File: config.mk
export PLATFORM = sky130hd
export DESIGN_NAME = fpm_ram
export DESIGN_NICKNAME = d
export VERILOG_FILES = /design/src/hw/rtl/flash_page_map_greedy_gc_assert.svh /design/src/hw/rtl/fpm_ram.sv
export SDC_FILE = /design/constraint.sdc
export NUM_CORES = 2
export LEC_CHECK = 0
export BUFFER_PORTS_ARGS = -buffer_cell sky130_fd_sc_hd__buf_2
export CAP_MARGIN = 10
export CORE_ASPECT_RATIO = 0.75
export CORE_MARGIN = 2
export CORE_UTILIZATION = 25
export CTS_BUF_LIST = sky130_fd_sc_hd__clkbuf_4 sky130_fd_sc_hd__clkbuf_8
export CTS_CLUSTER_DIAMETER = 80
export CTS_CLUSTER_SIZE = 16
export DETAILED_ROUTE_END_ITERATION = 7
export PLACE_DENSITY_LB_ADDON = 0.3
export SETUP_SLACK_MARGIN = 0.4
export SLEW_MARGIN = 20
export SYNTH_ARGS = -nofsm -noshare
export SYNTH_HDL_FRONTEND = slang
export SYNTH_SLANG_ARGS = --single-unit
File: constraint.sdc
create_clock -name clk -period 3.3 [get_ports clk]
set_input_delay 0.495 -clock clk [delete_from_list [all_inputs] [get_ports clk]]
set_output_delay 0.495 -clock clk [all_outputs]
set_load 0.01 [all_outputs]
File: src/hw/rtl/flash_page_map_greedy_gc_assert.svh
// Assertion helpers for the RTL of the flash page map controller (fpm_ctrl).
`ifndef FLASH_PAGE_MAP_GREEDY_GC_ASSERT_SVH
`define FLASH_PAGE_MAP_GREEDY_GC_ASSERT_SVH

// Condition and consequence in the same cycle.
`define FPM_ASSERT_NOW(lbl, clk, rst_n, ante, cons, msg) \
    lbl: assert property (@(posedge clk) disable iff (!rst_n) (ante) |-> (cons)) \
        else $error(msg);

// Consequence in the cycle after the condition.
`define FPM_ASSERT_NEXT(lbl, clk, rst_n, ante, cons, msg) \
    lbl: assert property (@(posedge clk) disable iff (!rst_n) (ante) |=> (cons)) \
        else $error(msg);

`endif

File: src/hw/rtl/fpm_ram.sv
// ============================================================================
// fpm_ram
// Simple dual-port synchronous memory, one write and one registered read.
// ============================================================================
module fpm_ram #(
    parameter int WIDTH = 8,
    parameter int AW    = 8
) (
    input  logic             clk,
    input  logic             we,
    input  logic [AW-1:0]    waddr,
    input  logic [WIDTH-1:0] wdata,
    input  logic             re,
    input  logic [AW-1:0]    raddr,
    output logic [WIDTH-1:0] rdata
);
    logic [WIDTH-1:0] mem [2**AW];
    logic [WIDTH-1:0] rdata_reg;

    always_ff @(posedge clk)
    begin
        if (we)
        begin
            mem[waddr] <= wdata;
        end
        if (re)
        begin
            rdata_reg <= mem[raddr];
        end
    end

    assign rdata = rdata_reg;

endmodule

==> flow_summary.ini <==
[run_status]
status = finished, final reports clean

[cts]
clock_sinks = 2056
cts_tree = done
clkTransAtPathRegs_ps = 100
numCtsBuffers = 154
clk_path_buf_depth = 4
clkLatencyLatePin_ps = 980
root_buffer = clkbuf_8
h-tree-depth = 4

[power]
total_power_mw = 44.32
pwr-share-clk_pct = 28.0
seq_power_share_pct = 65.0
switching_share_pct = 22.85
vdd_drop_max_mv = 0.2862
switchingPower_mw = 10.13
p_comb_share_pct = 7.0
powerDensity_nw_per_um2 = 484.1
internal_power_mw = 34.19
p_leak_nw = 28.02

[sta]
timing.final.ws_setup_ps = 470.1
worst_pin_slew_ps = 926.9
slew_headroom_pct = 38.21
finalSetupViolations = 0
grt_setup_unrepaired = false
fin_crit_sh_pct = 85.76
fmax_mhz = 353.4
slew_violations = 0
fin_skew_ps = 111.9
finalCriticalPeriod_ps = 2830
hold_viol = 0

[grt]
grtUsageTotal_pct = 13.84
antenna_found_initial = 28
grt_pass1_wl_um = 318700
overflow = 0
grt_start_max_net_pins = 126
grt_pass1_vias = 40380

[routing]
via_per_inst = 4.709
drc_errors = 0
drt_iter0_drc = 5155
drtPass1Iterations = 5
wl_per_cell_um = 26.73
vias = 40380
routed_wl_um = 229200
ant_nets = 0

[finish]
regArea_sq_um = 61740
fillers = 31170
mostFrequentLayoutCells = 2056 x edfxtp_1, 550 x buf_4, 454 x mux4_2, 279 x nor2_1, 154 x clkbuf_8
syn_to_final_growth_pct = 14.96
multi_input_comb_area_sq_um = 16520
drive_gt1_share_pct = 29.82
final_nets = 4337
design_area_sq_um = 91550
largest_register_ff_count = 2048
layout_commonest_cell = edfxtp_1

[yosys]
synth_edf_count = 2056
syn-cell-area_sq_um = 79640
synth.distinct_cells = 54
synthArstFlopShare_pct = 0
ys_seq_area_share_pct = 77.53
synth_area_per_cell_sq_um = 21.33
yosysWarnings = 0
synthFlopType = edfxtp_1
synth_fp_nets = 3760
synth_cells = 3733
ys_ff_latch = 2056

[die]
dieArea_sq_um = 323100
rows = 179
core_sq_um = 317100
initial_core_util_pct = 25.11
die_h_um = 492.8
pin_count = 35
die_x_um = 655.7

[placed_design]
place_area_sq_um = 89250
hpwl_um = 151300
place_congestion = 0.8089
pre_cts_ws_ps = -544.9
numPortBuffers = 34

[worst_setup_path]
critPathKind = in -> reg
cp.required_ps = 3970
arrival_ps = 3500
crit_path_start_kind = input pin
path_max_fanout = 22
endpoint_kind = register

[flow_run]
max_cap_viol_count = 0

[hold_path]
min_path_type = in -> reg
timing repair:
| item | 4_1_cts | 5_1_grt |
|---|---|---|
| setup buffers | 0 | 0 |
| hold endpoints to repair | 93 | 20 |
| hold buffers | 6 | 1 |
| gates resized for setup | 0 | 1 |
| setup endpoints to repair | 0 | 1 |
metrics by stage:
| stage | hold WS, ps | std cells | utilization (%) | TNS [ps] |
|---|---|---|---|---|
| finish | 37.56 | 8575 | 28.87 | 0 |
| global route | 17.10 | 8573 | 28.87 | 0 |
| CTS | 7.464 | 8567 | 28.85 | 0 |
| detailed placement | 919.6 | 8399 | 28.14 | -2181 |
| global placement | 919.1 | 8399 | 28.14 | -2639 |
| floorplan | 593.9 | 3733 | - | 0 |
routing by layer:
layer  routed length (um)  vias up  track usage [%]
li1                     -    16630                -
met1               107300    21930            20.96
met2                96010     1562            19.51
met3                21050      261            3.852
met4                 4882        0            3.096
met5                    0        -                0
worst max-delay path, cell delays in order:
cell and delay (ps):
buf_8 220, buf_12 250, buf_4 260, mux4_2 530, nand2b_1 170, a311oi_1 230
buf_4 160, o221ai_1 150, a211oi_1 680, buf_4 240, nor4_1 40
path summary, 6_finish.rpt:
path | start | cells past startpoint | to | slack (ps)
worst max-delay path | raddr[0] | 11 | rdata[3] | 470
worst min-delay path | wdata[1] | 1 | mem[210][1] | 40
worst max register to register | mem[27][3] | 7 | rdata[3] | 510
worst min register to register | mem[54][4] | 7 | rdata[4] | 1250
layout make-up:
class	count	share of cell area, %
Clock inverter	7	0.06287
Antenna cell	6	0.01640
Timing Repair Buffer	654	6.300
Clock buffer	155	2.323
Sequential cell	2056	67.44
Multi-Input combinational cell	1442	18.04
Inverter	2	0.008200
Tap cell	4253	5.812
power groups by stage:
| stage | Clock (mW) | Sequential, mW | Combinational (mW) |
|---|---|---|---|
| after floorplan | 0 | 29.4 | 1.40 |
| after detailed placement | 0 | 29.4 | 3.12 |
| final | 12.4 | 28.8 | 3.12 |
| after global routing | 13.7 | 28.8 | 3.30 |
| after CTS | 12.8 | 28.8 | 3.13 |
| after global placement | 0 | 29.4 | 3.10 |
synth_stat cells (5+ instances only):
| master | number | area, sq um |
|---|---|---|
| a211oi_1 | 16 | 120.1 |
| a21oi_1 | 96 | 480.5 |
| a221oi_1 | 13 | 113.9 |
| a22o_1 | 8 | 70.07 |
| a22oi_1 | 133 | 998.5 |
| and2_1 | 6 | 37.54 |
| buf_1 | 22 | 82.58 |
| buf_12 | 8 | 160.2 |
| buf_2 | 31 | 155.2 |
| buf_4 | 27 | 202.7 |
| buf_6 | 21 | 236.5 |
| buf_8 | 13 | 195.2 |
| clkbuf_1 | 111 | 416.7 |
| edfxtp_1 | 2056 | 61740 |
| mux2i_1 | 134 | 1341 |
| mux4_2 | 454 | 10220 |
| nand2_1 | 33 | 123.9 |
| nand2b_1 | 8 | 50.05 |
| nand3_1 | 34 | 170.2 |
| nand4_1 | 10 | 62.56 |
| nor2_1 | 282 | 1059 |
| nor2b_1 | 31 | 193.9 |
| nor3_1 | 22 | 110.1 |
| nor4_1 | 24 | 150.1 |
| o211ai_1 | 10 | 75.07 |
| o21ai_0 | 10 | 50.05 |
| o221ai_1 | 46 | 402.9 |
| o22a_1 | 5 | 43.79 |
| o22ai_1 | 28 | 175.2 |
cell families after synthesis:
group                  count (synthesis)  share of synthesized area (%)
AO/OA/AOI/OAI                        385                          3.416
multiplexers                         591                          14.60
buffers and inverters                235                          1.829
flip-flops                          2056                          77.53
AND/OR/NAND/NOR                      466                          2.625
(Power assumes the default switching activity.)
