===== config.mk =====
export PLATFORM = sky130hd
export DESIGN_NAME = fpm_ctrl
export DESIGN_NICKNAME = d
export VERILOG_FILES = /design/src/hw/rtl/fpm_pkg.sv /design/src/hw/rtl/fpm_ctrl.sv
export VERILOG_INCLUDE_DIRS = /design/src /design/src/hw/rtl
export SDC_FILE = /design/constraint.sdc
export NUM_CORES = 1
export LEC_CHECK = 0
export BUFFER_PORTS_ARGS = -buffer_cell sky130_fd_sc_hd__buf_2
export CAP_MARGIN = 10
export CELL_PAD_IN_SITES_DETAIL_PLACEMENT = 0
export CELL_PAD_IN_SITES_GLOBAL_PLACEMENT = 2
export CORE_ASPECT_RATIO = 1.4
export CORE_MARGIN = 4
export CORE_UTILIZATION = 28
export CTS_CLUSTER_SIZE = 12
export DETAILED_ROUTE_END_ITERATION = 12
export GPL_TIMING_DRIVEN = 0
export PLACE_DENSITY = 0.73
export SLEW_MARGIN = 0
export SYNTH_ARGS = -nofsm -noshare
export SYNTH_HDL_FRONTEND = slang
export SYNTH_SLANG_ARGS = --single-unit

===== constraint.sdc =====
create_clock -name clk -period 6 [get_ports clk]
set_input_delay 1.2 -clock clk [delete_from_list [all_inputs] [get_ports clk]]
set_output_delay 1.2 -clock clk [all_outputs]
set_load 0.1 [all_outputs]

===== src/hw/rtl/flash_page_map_greedy_gc_assert.svh =====
// Assertion helpers for the RTL of the flash page map controller (fpm_ctrl).
`ifndef FLASH_PAGE_MAP_GREEDY_GC_ASSERT_SVH
`define FLASH_PAGE_MAP_GREEDY_GC_ASSERT_SVH

// Condition and consequence in the same cycle.
`define FPM_ASSERT_NOW(lbl, clk, rst_n, ante, cons, msg) \
    lbl: assert property (@(posedge clk) disable iff (!rst_n) (ante) |-> (cons)) \
        else $error(msg);

// Consequence in the cycle after the condition.
`define FPM_ASSERT_NEXT(lbl, clk, rst_n, ante, cons, msg) \
    lbl: assert property (@(posedge clk) disable iff (!rst_n) (ante) |=> (cons)) \
        else $error(msg);

`endif


===== src/hw/rtl/fpm_pkg.sv =====
// ============================================================================
// fpm_pkg
// Types and codes shared by the flash page map controller.
// ============================================================================
package fpm_pkg;

    typedef struct packed {
        logic       req_type;
        logic [7:0] lba;
    } req_t;

    typedef struct packed {
        logic [2:0] cmd;
        logic [3:0] src_block;
        logic [3:0] src_page;
        logic [3:0] dst_block;
        logic [3:0] dst_page;
        logic [7:0] moved_lba;
        logic       last;
    } rsp_t;

    localparam logic       REQ_READ     = 1'b0;
    localparam logic       REQ_WRITE    = 1'b1;

    localparam logic [2:0] CMD_READ     = 3'd0;
    localparam logic [2:0] CMD_UNMAPPED = 3'd1;
    localparam logic [2:0] CMD_PROGRAM  = 3'd2;
    localparam logic [2:0] CMD_COPY     = 3'd3;
    localparam logic [2:0] CMD_ERASE    = 3'd4;
    localparam logic [2:0] CMD_FAIL     = 3'd5;

    localparam logic [1:0] PG_FREE      = 2'd0;
    localparam logic [1:0] PG_USED      = 2'd1;
    localparam logic [1:0] PG_STALE     = 2'd2;

    localparam int         MAP_DEPTH    = 256;

endpackage


===== src/hw/rtl/fpm_ctrl.sv =====
// ============================================================================
// fpm_ctrl
// Sequencer of the page map: lookups, stale marking, free-page search,
// greedy victim choice, copy and erase, with the result register.
// ============================================================================
`include "flash_page_map_greedy_gc_assert.svh"

module fpm_ctrl #(
    parameter int PHYS_BLOCKS     = 16,
    parameter int PAGES_PER_BLOCK = 16,
    parameter int LOGICAL_BLOCKS  = 12,
    parameter int SPARE_BLOCKS    = 1,
    parameter int BLK_W           = 4,
    parameter int PG_W            = 4,
    parameter int FILL_W          = 5
) (
    input  logic                     clk,
    input  logic                     rst_n,
    input  logic                     req_valid,
    output logic                     req_stall,
    input  fpm_pkg::req_t            req,
    output logic                     rsp_valid,
    input  logic                     rsp_stall,
    output fpm_pkg::rsp_t            rsp,
    output logic                     map_we,
    output logic [7:0]               map_waddr,
    output logic [BLK_W+PG_W:0]      map_wdata,
    output logic                     map_re,
    output logic [7:0]               map_raddr,
    input  logic [BLK_W+PG_W:0]      map_rdata,
    output logic                     pg_we,
    output logic [BLK_W+PG_W-1:0]    pg_waddr,
    output logic [9:0]               pg_wdata,
    output logic                     pg_re,
    output logic [BLK_W+PG_W-1:0]    pg_raddr,
    input  logic [9:0]               pg_rdata,
    output logic                     bk_we,
    output logic [BLK_W-1:0]         bk_waddr,
    output logic [2*FILL_W-1:0]      bk_wdata,
    output logic                     bk_re,
    output logic [BLK_W-1:0]         bk_raddr,
    input  logic [2*FILL_W-1:0]      bk_rdata
);
    import fpm_pkg::*;

    localparam int          PA_W      = BLK_W + PG_W;
    localparam int          SP_W      = (SPARE_BLOCKS > 1) ? $clog2(SPARE_BLOCKS) : 1;
    localparam int unsigned LOG_PAGES = LOGICAL_BLOCKS * PAGES_PER_BLOCK;
    localparam logic [FILL_W-1:0] PPB_F = FILL_W'(PAGES_PER_BLOCK);

    typedef enum logic [3:0] {
        S_CLEAR, S_IDLE, S_MAPRD, S_STALE, S_SRD, S_SCHK, S_PROG,
        S_GCSTART, S_DRD, S_CRD, S_CCHK, S_ERASE, S_ERASE2, S_FAILW, S_FAIL
    } state_t;

    state_t              state_reg, state_next;
    logic [7:0]          clr_reg;
    logic                type_reg, type_next;
    logic [7:0]          lba_reg, lba_next;
    logic [BLK_W-1:0]    scan_reg, scan_next;
    logic [BLK_W-1:0]    vict_reg, vict_next;
    logic                vict_ok_reg, vict_ok_next;
    logic [FILL_W-1:0]   best_reg, best_next;
    logic [BLK_W-1:0]    dst_reg, dst_next;
    logic [FILL_W-1:0]   dfill_reg, dfill_next;
    logic [FILL_W-1:0]   dstale_reg, dstale_next;
    logic [PG_W-1:0]     copy_reg, copy_next;
    logic [BLK_W-1:0]    pblk_reg, pblk_next;
    logic [FILL_W-1:0]   pfill_reg, pfill_next;
    logic [FILL_W-1:0]   pstale_reg, pstale_next;
    logic [SP_W-1:0]     ptr_reg;
    logic [BLK_W-1:0]    spare_blk_reg [SPARE_BLOCKS];
    logic                spare_ok_reg  [SPARE_BLOCKS];
    logic                rsp_valid_reg;
    rsp_t                rsp_reg, rsp_next;

    logic                emit;
    logic                can_emit;
    logic                spare_wr;
    logic                scan_spare;
    logic [FILL_W-1:0]   bk_fill;
    logic [FILL_W-1:0]   bk_stale;
    logic                lba_ok;
    logic [7:0]          own;

    function automatic rsp_t mk_rsp(logic [2:0] c, logic [3:0] sb, logic [3:0] sp,
                                    logic [3:0] db, logic [3:0] dp, logic [7:0] l,
                                    logic lst);
        rsp_t r;
        r.cmd       = c;
        r.src_block = sb;
        r.src_page  = sp;
        r.dst_block = db;
        r.dst_page  = dp;
        r.moved_lba = l;
        r.last      = lst;
        return r;
    endfunction

    assign can_emit  = !rsp_valid_reg || !rsp_stall;
    assign bk_fill   = bk_rdata[2*FILL_W-1:FILL_W];
    assign bk_stale  = bk_rdata[FILL_W-1:0];
    assign lba_ok    = 32'(req.lba) < LOG_PAGES;
    assign own       = pg_rdata[7:0];
    assign req_stall = (state_reg != S_IDLE);
    assign rsp_valid = rsp_valid_reg;
    assign rsp       = rsp_reg;

    always_comb
    begin
        scan_spare = 1'b0;
        for (int i = 0; i < SPARE_BLOCKS; i++)
        begin
            if (spare_ok_reg[i] && spare_blk_reg[i] == scan_reg)
            begin
                scan_spare = 1'b1;
            end
        end
    end

    always_comb
    begin
        state_next   = state_reg;
        type_next    = type_reg;
        lba_next     = lba_reg;
        scan_next    = scan_reg;
        vict_next    = vict_reg;
        vict_ok_next = vict_ok_reg;
        best_next    = best_reg;
        dst_next     = dst_reg;
        dfill_next   = dfill_reg;
        dstale_next  = dstale_reg;
        copy_next    = copy_reg;
        pblk_next    = pblk_reg;
        pfill_next   = pfill_reg;
        pstale_next  = pstale_reg;
        rsp_next     = rsp_reg;
        emit         = 1'b0;
        spare_wr     = 1'b0;
        map_we       = 1'b0;
        map_waddr    = lba_reg;
        map_wdata    = '0;
        map_re       = 1'b0;
        map_raddr    = req.lba;
        pg_we        = 1'b0;
        pg_waddr     = '0;
        pg_wdata     = '0;
        pg_re        = 1'b0;
        pg_raddr     = {vict_reg, copy_reg};
        bk_we        = 1'b0;
        bk_waddr     = '0;
        bk_wdata     = '0;
        bk_re        = 1'b0;
        bk_raddr     = scan_reg;

        unique case (state_reg)
            S_CLEAR:
            begin
                map_we    = 1'b1;
                map_waddr = clr_reg;
                bk_we     = 1'b1;
                bk_waddr  = clr_reg[BLK_W-1:0];
                if (clr_reg == 8'hFF)
                begin
                    state_next = S_IDLE;
                end
            end
            S_IDLE:
            begin
                if (req_valid)
                begin
                    type_next = req.req_type;
                    lba_next  = req.lba;
                    if (!lba_ok)
                    begin
                        state_next = S_FAIL;
                    end
                    else
                    begin
                        map_re     = 1'b1;
                        state_next = S_MAPRD;
                    end
                end
            end
            S_MAPRD:
            begin
                if (type_reg == REQ_READ)
                begin
                    if (can_emit)
                    begin
                        emit = 1'b1;
                        if (map_rdata[PA_W])
                        begin
                            rsp_next = mk_rsp(CMD_READ, 4'(map_rdata[PA_W-1:PG_W]),
                                              4'(map_rdata[PG_W-1:0]), 4'd0, 4'd0,
                                              lba_reg, 1'b1);
                        end
                        else
                        begin
                            rsp_next = mk_rsp(CMD_UNMAPPED, 4'd0, 4'd0, 4'd0, 4'd0,
                                              lba_reg, 1'b1);
                        end
                        state_next = S_IDLE;
                    end
                end
                else
                begin
                    scan_next    = '0;
                    vict_ok_next = 1'b0;
                    best_next    = '0;
                    if (map_rdata[PA_W])
                    begin
                        // The old copy goes stale and the mapping is dropped.
                        map_we     = 1'b1;
                        pg_we      = 1'b1;
                        pg_waddr   = map_rdata[PA_W-1:0];
                        pg_wdata   = {PG_STALE, 8'd0};
                        bk_re      = 1'b1;
                        bk_raddr   = map_rdata[PA_W-1:PG_W];
                        state_next = S_STALE;
                    end
                    else
                    begin
                        state_next = S_SRD;
                    end
                end
            end
            S_STALE:
            begin
                bk_we      = 1'b1;
                bk_waddr   = map_rdata[PA_W-1:PG_W];
                bk_wdata   = {bk_fill, bk_stale + 1'b1};
                state_next = S_SRD;
            end
            S_SRD:
            begin
                bk_re      = 1'b1;
                state_next = S_SCHK;
            end
            S_SCHK:
            begin
                if (!scan_spare && bk_fill < PPB_F)
                begin
                    pblk_next   = scan_reg;
                    pfill_next  = bk_fill;
                    pstale_next = bk_stale;
                    state_next  = S_PROG;
                end
                else
                begin
                    // Greedy victim: most stale pages, the later block on a tie.
                    if (!scan_spare && (!vict_ok_reg || bk_stale >= best_reg))
                    begin
                        best_next    = bk_stale;
                        vict_next    = scan_reg;
                        vict_ok_next = 1'b1;
                    end
                    if (scan_reg == BLK_W'(PHYS_BLOCKS - 1))
                    begin
                        state_next = S_GCSTART;
                    end
                    else
                    begin
                        scan_next  = scan_reg + 1'b1;
                        state_next = S_SRD;
                    end
                end
            end
            S_PROG:
            begin
                if (can_emit)
                begin
                    emit       = 1'b1;
                    pg_we      = 1'b1;
                    pg_waddr   = {pblk_reg, pfill_reg[PG_W-1:0]};
                    pg_wdata   = {PG_USED, lba_reg};
                    map_we     = 1'b1;
                    map_wdata  = {1'b1, pblk_reg, pfill_reg[PG_W-1:0]};
                    bk_we      = 1'b1;
                    bk_waddr   = pblk_reg;
                    bk_wdata   = {pfill_reg + 1'b1, pstale_reg};
                    rsp_next   = mk_rsp(CMD_PROGRAM, 4'd0, 4'd0, 4'(pblk_reg),
                                        4'(pfill_reg[PG_W-1:0]), lba_reg, 1'b1);
                    state_next = S_IDLE;
                end
            end
            S_GCSTART:
            begin
                dst_next = spare_blk_reg[ptr_reg];
                if (!vict_ok_reg || !spare_ok_reg[ptr_reg])
                begin
                    state_next = S_FAIL;
                end
                else
                begin
                    bk_re      = 1'b1;
                    bk_raddr   = spare_blk_reg[ptr_reg];
                    state_next = S_DRD;
                end
            end
            S_DRD:
            begin
                dfill_next  = bk_fill;
                dstale_next = bk_stale;
                copy_next   = '0;
                state_next  = S_CRD;
            end
            S_CRD:
            begin
                pg_re      = 1'b1;
                state_next = S_CCHK;
            end
            S_CCHK:
            begin
                if (pg_rdata[9:8] == PG_USED)
                begin
                    if (dfill_reg == PPB_F)
                    begin
                        state_next = S_FAILW;
                    end
                    else if (can_emit)
                    begin
                        emit       = 1'b1;
                        pg_we      = 1'b1;
                        pg_waddr   = {dst_reg, dfill_reg[PG_W-1:0]};
                        pg_wdata   = {PG_USED, own};
                        map_we     = 32'(own) < LOG_PAGES;
                        map_waddr  = own;
                        map_wdata  = {1'b1, dst_reg, dfill_reg[PG_W-1:0]};
                        dfill_next = dfill_reg + 1'b1;
                        rsp_next   = mk_rsp(CMD_COPY, 4'(vict_reg), 4'(copy_reg),
                                            4'(dst_reg), 4'(dfill_reg[PG_W-1:0]),
                                            own, 1'b0);
                        copy_next  = copy_reg + 1'b1;
                        state_next = (copy_reg == PG_W'(PAGES_PER_BLOCK - 1)) ?
                                     S_ERASE : S_CRD;
                    end
                end
                else
                begin
                    copy_next  = copy_reg + 1'b1;
                    state_next = (copy_reg == PG_W'(PAGES_PER_BLOCK - 1)) ?
                                 S_ERASE : S_CRD;
                end
            end
            S_ERASE:
            begin
                bk_we      = 1'b1;
                bk_waddr   = dst_reg;
                bk_wdata   = {dfill_reg, dstale_reg};
                state_next = S_ERASE2;
            end
            S_ERASE2:
            begin
                if (can_emit)
                begin
                    emit     = 1'b1;
                    spare_wr = 1'b1;
                    bk_we    = 1'b1;
                    bk_waddr = vict_reg;
                    rsp_next = mk_rsp(CMD_ERASE, 4'(vict_reg), 4'd0, 4'd0, 4'd0,
                                      8'd0, 1'b0);
                    // Every other block was full, so only the old spare can take it.
                    pblk_next   = dst_reg;
                    pfill_next  = dfill_reg;
                    pstale_next = dstale_reg;
                    state_next  = (dfill_reg < PPB_F) ? S_PROG : S_FAIL;
                end
            end
            S_FAILW:
            begin
                bk_we      = 1'b1;
                bk_waddr   = dst_reg;
                bk_wdata   = {dfill_reg, dstale_reg};
                state_next = S_FAIL;
            end
            S_FAIL:
            begin
                if (can_emit)
                begin
                    emit       = 1'b1;
                    rsp_next   = mk_rsp(CMD_FAIL, 4'd0, 4'd0, 4'd0, 4'd0, 8'd0, 1'b1);
                    state_next = S_IDLE;
                end
            end
            default:
            begin
                state_next = S_IDLE;
            end
        endcase
    end

    always_ff @(posedge clk or negedge rst_n)
    begin
        if (!rst_n)
        begin
            state_reg     <= S_CLEAR;
            clr_reg       <= '0;
            ptr_reg       <= '0;
            rsp_valid_reg <= 1'b0;
            for (int i = 0; i < SPARE_BLOCKS; i++)
            begin
                spare_blk_reg[i] <= BLK_W'(PHYS_BLOCKS - SPARE_BLOCKS + i);
                spare_ok_reg[i]  <= (PHYS_BLOCKS - SPARE_BLOCKS + i) >= 0;
            end
        end
        else
        begin
            state_reg     <= state_next;
            clr_reg       <= clr_reg + 1'b1;
            rsp_valid_reg <= emit || (rsp_valid_reg && rsp_stall);
            if (spare_wr)
            begin
                spare_blk_reg[ptr_reg] <= vict_reg;
                spare_ok_reg[ptr_reg]  <= 1'b1;
                ptr_reg <= (ptr_reg == SP_W'(SPARE_BLOCKS - 1)) ? '0 : ptr_reg + 1'b1;
            end
        end
    end

    always_ff @(posedge clk)
    begin
        type_reg    <= type_next;
        lba_reg     <= lba_next;
        scan_reg    <= scan_next;
        vict_reg    <= vict_next;
        vict_ok_reg <= vict_ok_next;
        best_reg    <= best_next;
        dst_reg     <= dst_next;
        dfill_reg   <= dfill_next;
        dstale_reg  <= dstale_next;
        copy_reg    <= copy_next;
        pblk_reg    <= pblk_next;
        pfill_reg   <= pfill_next;
        pstale_reg  <= pstale_next;
        rsp_reg     <= rsp_next;
    end

    `FPM_ASSERT_NOW(a_nonlast_kind, clk, rst_n, rsp_valid_reg && !rsp_reg.last,
        rsp_reg.cmd == CMD_COPY || rsp_reg.cmd == CMD_ERASE,
        "only copy and erase beats may precede the final beat")
    `FPM_ASSERT_NEXT(a_one_request, clk, rst_n, req_valid && !req_stall,
        req_stall, "a second request was taken while one was in flight")
    `FPM_ASSERT_NOW(a_dst_fill, clk, rst_n, state_reg == S_CCHK,
        dfill_reg <= PPB_F, "spare block fill count ran past the block size")
    `FPM_ASSERT_NOW(a_emit_room, clk, rst_n, emit,
        !rsp_valid_reg || !rsp_stall, "result beat written over a stalled beat")

endmodule


==> impl_metrics.ini <==
[global_route]
grt_max_degree = 18
antenna_found_initial = 0
grt_pass1_wl_um = 29200
grt_pass1_vias = 4818
grt_overflow_total = 0
grt_usage_pct = 17.2

[route]
wirelength_um = 19700
firstDrtPassIters = 6
first_iter_violations = 434
via_per_inst = 5.25
antenna_left = 0
drc = 0
num_vias = 4881
wl_per_cell_um = 21.2

[clocking]
cts_tree = built
h-tree-depth = 3
cts.clk_slew.worst_paths_ps = 70
cts_root_buf = clkbuf_16
clock-sinks = 100
cts_hold_buf = 0
clockBufferDepth = 2
cts_setup_buffers = 0
cts-resized-gates = 0
cts_buffers = 9
insertion_delay_ps = 350

[synth]
synthArstFlopShare_pct = 17.0
syn_avg_cell_area_um2 = 10.9
syn_area_mm2 = 0.00561
synth_top_cells_by_area = edfxtp_1, dfrtp_1, a22o_1
seq_area_frac_synth_pct = 52.1
synth_fp_nets = 568
yosys.area.top_type_share_pct = 44.4
ys_ff_latch = 100
ys.warnings.count = 0
synth_area_leader_cell = edfxtp_1
netlist_instances = 514
ys.flop_type = edfxtp_1
synth_edf_count = 83
synth.distinct_cells = 60

[worst_setup_path]
cp.arrival_ps = 3210
end_kind = output port
crit_type = in -> out
r2r-start = rsp_valid$_DFF_PN0_
crit_required_ps = 4800
critPathLaunch = rsp_stall
start_kind = input port
path_max_fanout = 10

[cells_and_area]
drive_above_1_share_pct = 32.6
syn_to_final_growth_pct = 24.8
nets = 728
largest_reg_flops = 28
fin_area_mm2 = 0.00700
diodes = 0
final_cell_mix = buf_2, edfxtp_1, nand2_1, a22o_1, nor2_1
final_common_cell = buf_2

[power_and_ir_drop]
vdd_drop_max_mv = 0.177
p_leak_nw = 3.10
pwr_density_cell_mw_per_mm2 = 529

[placed_design]
gp_congestion = 0.920
port_buffers = 146
post_dp_cell_area_mm2 = 0.00670
hpwl_um = 15600

[min_path]
hold_path.class = reg -> reg
worstHoldStart = clr_reg[7]$_DFF_PN0_

[sta]
finalHoldViolations = 0
relSlewSlack_pct = 30.8
rsz0062_at_grt = no
fmax_mhz = 227
worst_pin_slew_ps = 1030
finalCritPeriodShare_pct = 73.5
clock_skew_ps = 9.61
min_period_ps = 4410
finalMaxSlewViolations = 0
finalSetupViolations = 0
fin_setup_tns_ps = 0

[floorplanning]
initial_core_util_pct = 28.4
ios = 147
die-area_mm2 = 0.0224
die_x_um = 128
core.rowCount = 61
die_h_um = 176
coreArea_mm2 = 0.0198

[run]
max_cap_violations = 0

[run_status]
status = finished clean
[synth_stat cells (all sizes together) (2+ instances only)]
cell type,number
edfxtp,83
nand2,58
a22o,37
nor2,35
buf,27
inv,24
o21ai,24
nand3,21
mux2,15
a22oi,14
dfrtp,13
nand2b,13
xnor2,13
a222oi,12
ha,12
a21oi,10
and2,10
xor2,10
clkbuf,9
a21o,7
nor3,7
and3,6
a31oi,5
a211oi,4
dfstp,4
nand4,4
nor2b,4
nor4,4
a221o,3
nor3b,3
o211ai,2
or2,2
or3,2
[metrics by stage]
stage / hold WS [ps] / power (mW) / setup slack, ps / util (%) / cells
2_1_floorplan: 467 / 2.69 / 821 / - / 514
3_3_place_gp: 491 / 3.11 / 0.671 / 33.7 / 912
3_5_place_dp: 506 / 3.13 / 1600 / 33.9 / 915
4_1_cts: 519 / 3.73 / 1600 / 35.4 / 930
5_1_grt: 546 / 3.86 / 1430 / 35.4 / 930
6_report: 522 / 3.71 / 1590 / 35.4 / 930
[final timing paths]
| check | endpoint | slack, ps | depth (start not counted) |
|---|---|---|---|
| max | map_waddr[1] | 1590 | 7 |
| max in group asynchronous | spare_blk_reg[0]$_DFFE_PN1P_ | 4840 | 1 |
| min | clr_reg[7]$_DFF_PN0_ | 520 | 1 |
| min reg2reg | clr_reg[7]$_DFF_PN0_ | 520 | 1 |
| min in group asynchronous | rsp_valid$_DFF_PN0_ | 800 | 1 |
| max reg2reg | rsp[20]$_DFFE_PP_ | 3270 | 8 |
[per-layer routing]
| layer | track usage (%) | part of all wire (%) | vias up |
|---|---|---|---|
| met5 | 0 | 0 | - |
| met3 | 2.65 | 6.0 | 31 |
| li1 | - | - | 2254 |
| met2 | 32.0 | 53 | 184 |
| met4 | 5.88 | 2.7 | 0 |
| met1 | 19.7 | 38 | 2412 |
[power breakdown]
part / total [mW] / switching [mW] / internal, mW
logic: 2.09 / 1.70 / 0.385
clock network: 0.592 / 0.266 / 0.325
registers: 1.02 / 0.0918 / 0.933
total: 3.71 / 2.06 / 1.64
[kinds of logic after synthesis]
| family | Yosys count | synth area share (%) |
|---|---|---|
| buffers and inverters | 60 | 5.28 |
| AND/OR/NAND/NOR | 174 | 15.9 |
| flip-flops | 100 | 52.1 |
| AO/OA/AOI/OAI | 130 | 17.5 |
| multiplexers | 15 | 3.01 |
| adder cells (fa/ha/maj) | 12 | 2.68 |
| XOR/XNOR | 23 | 3.59 |
[worst max-delay path: stages]
cell and delay (ps):
buf_2 120, nand2_1 220, clkbuf_1 320, a31oi_1 670
nand2_1 130, nand2_1 110, buf_2 430
[final cells by class]
cell class	instances	area (µm²)
Buffer	36	206
Multi-Input combinational cell	354	2400
Tap cell	252	315
Inverter	24	90.1
Fill cell	2002	12800
Clock inverter	6	77.6
Timing Repair Buffer	149	768
Sequential cell	100	2920
Clock buffer	9	225
(Power assumes the default switching activity.)
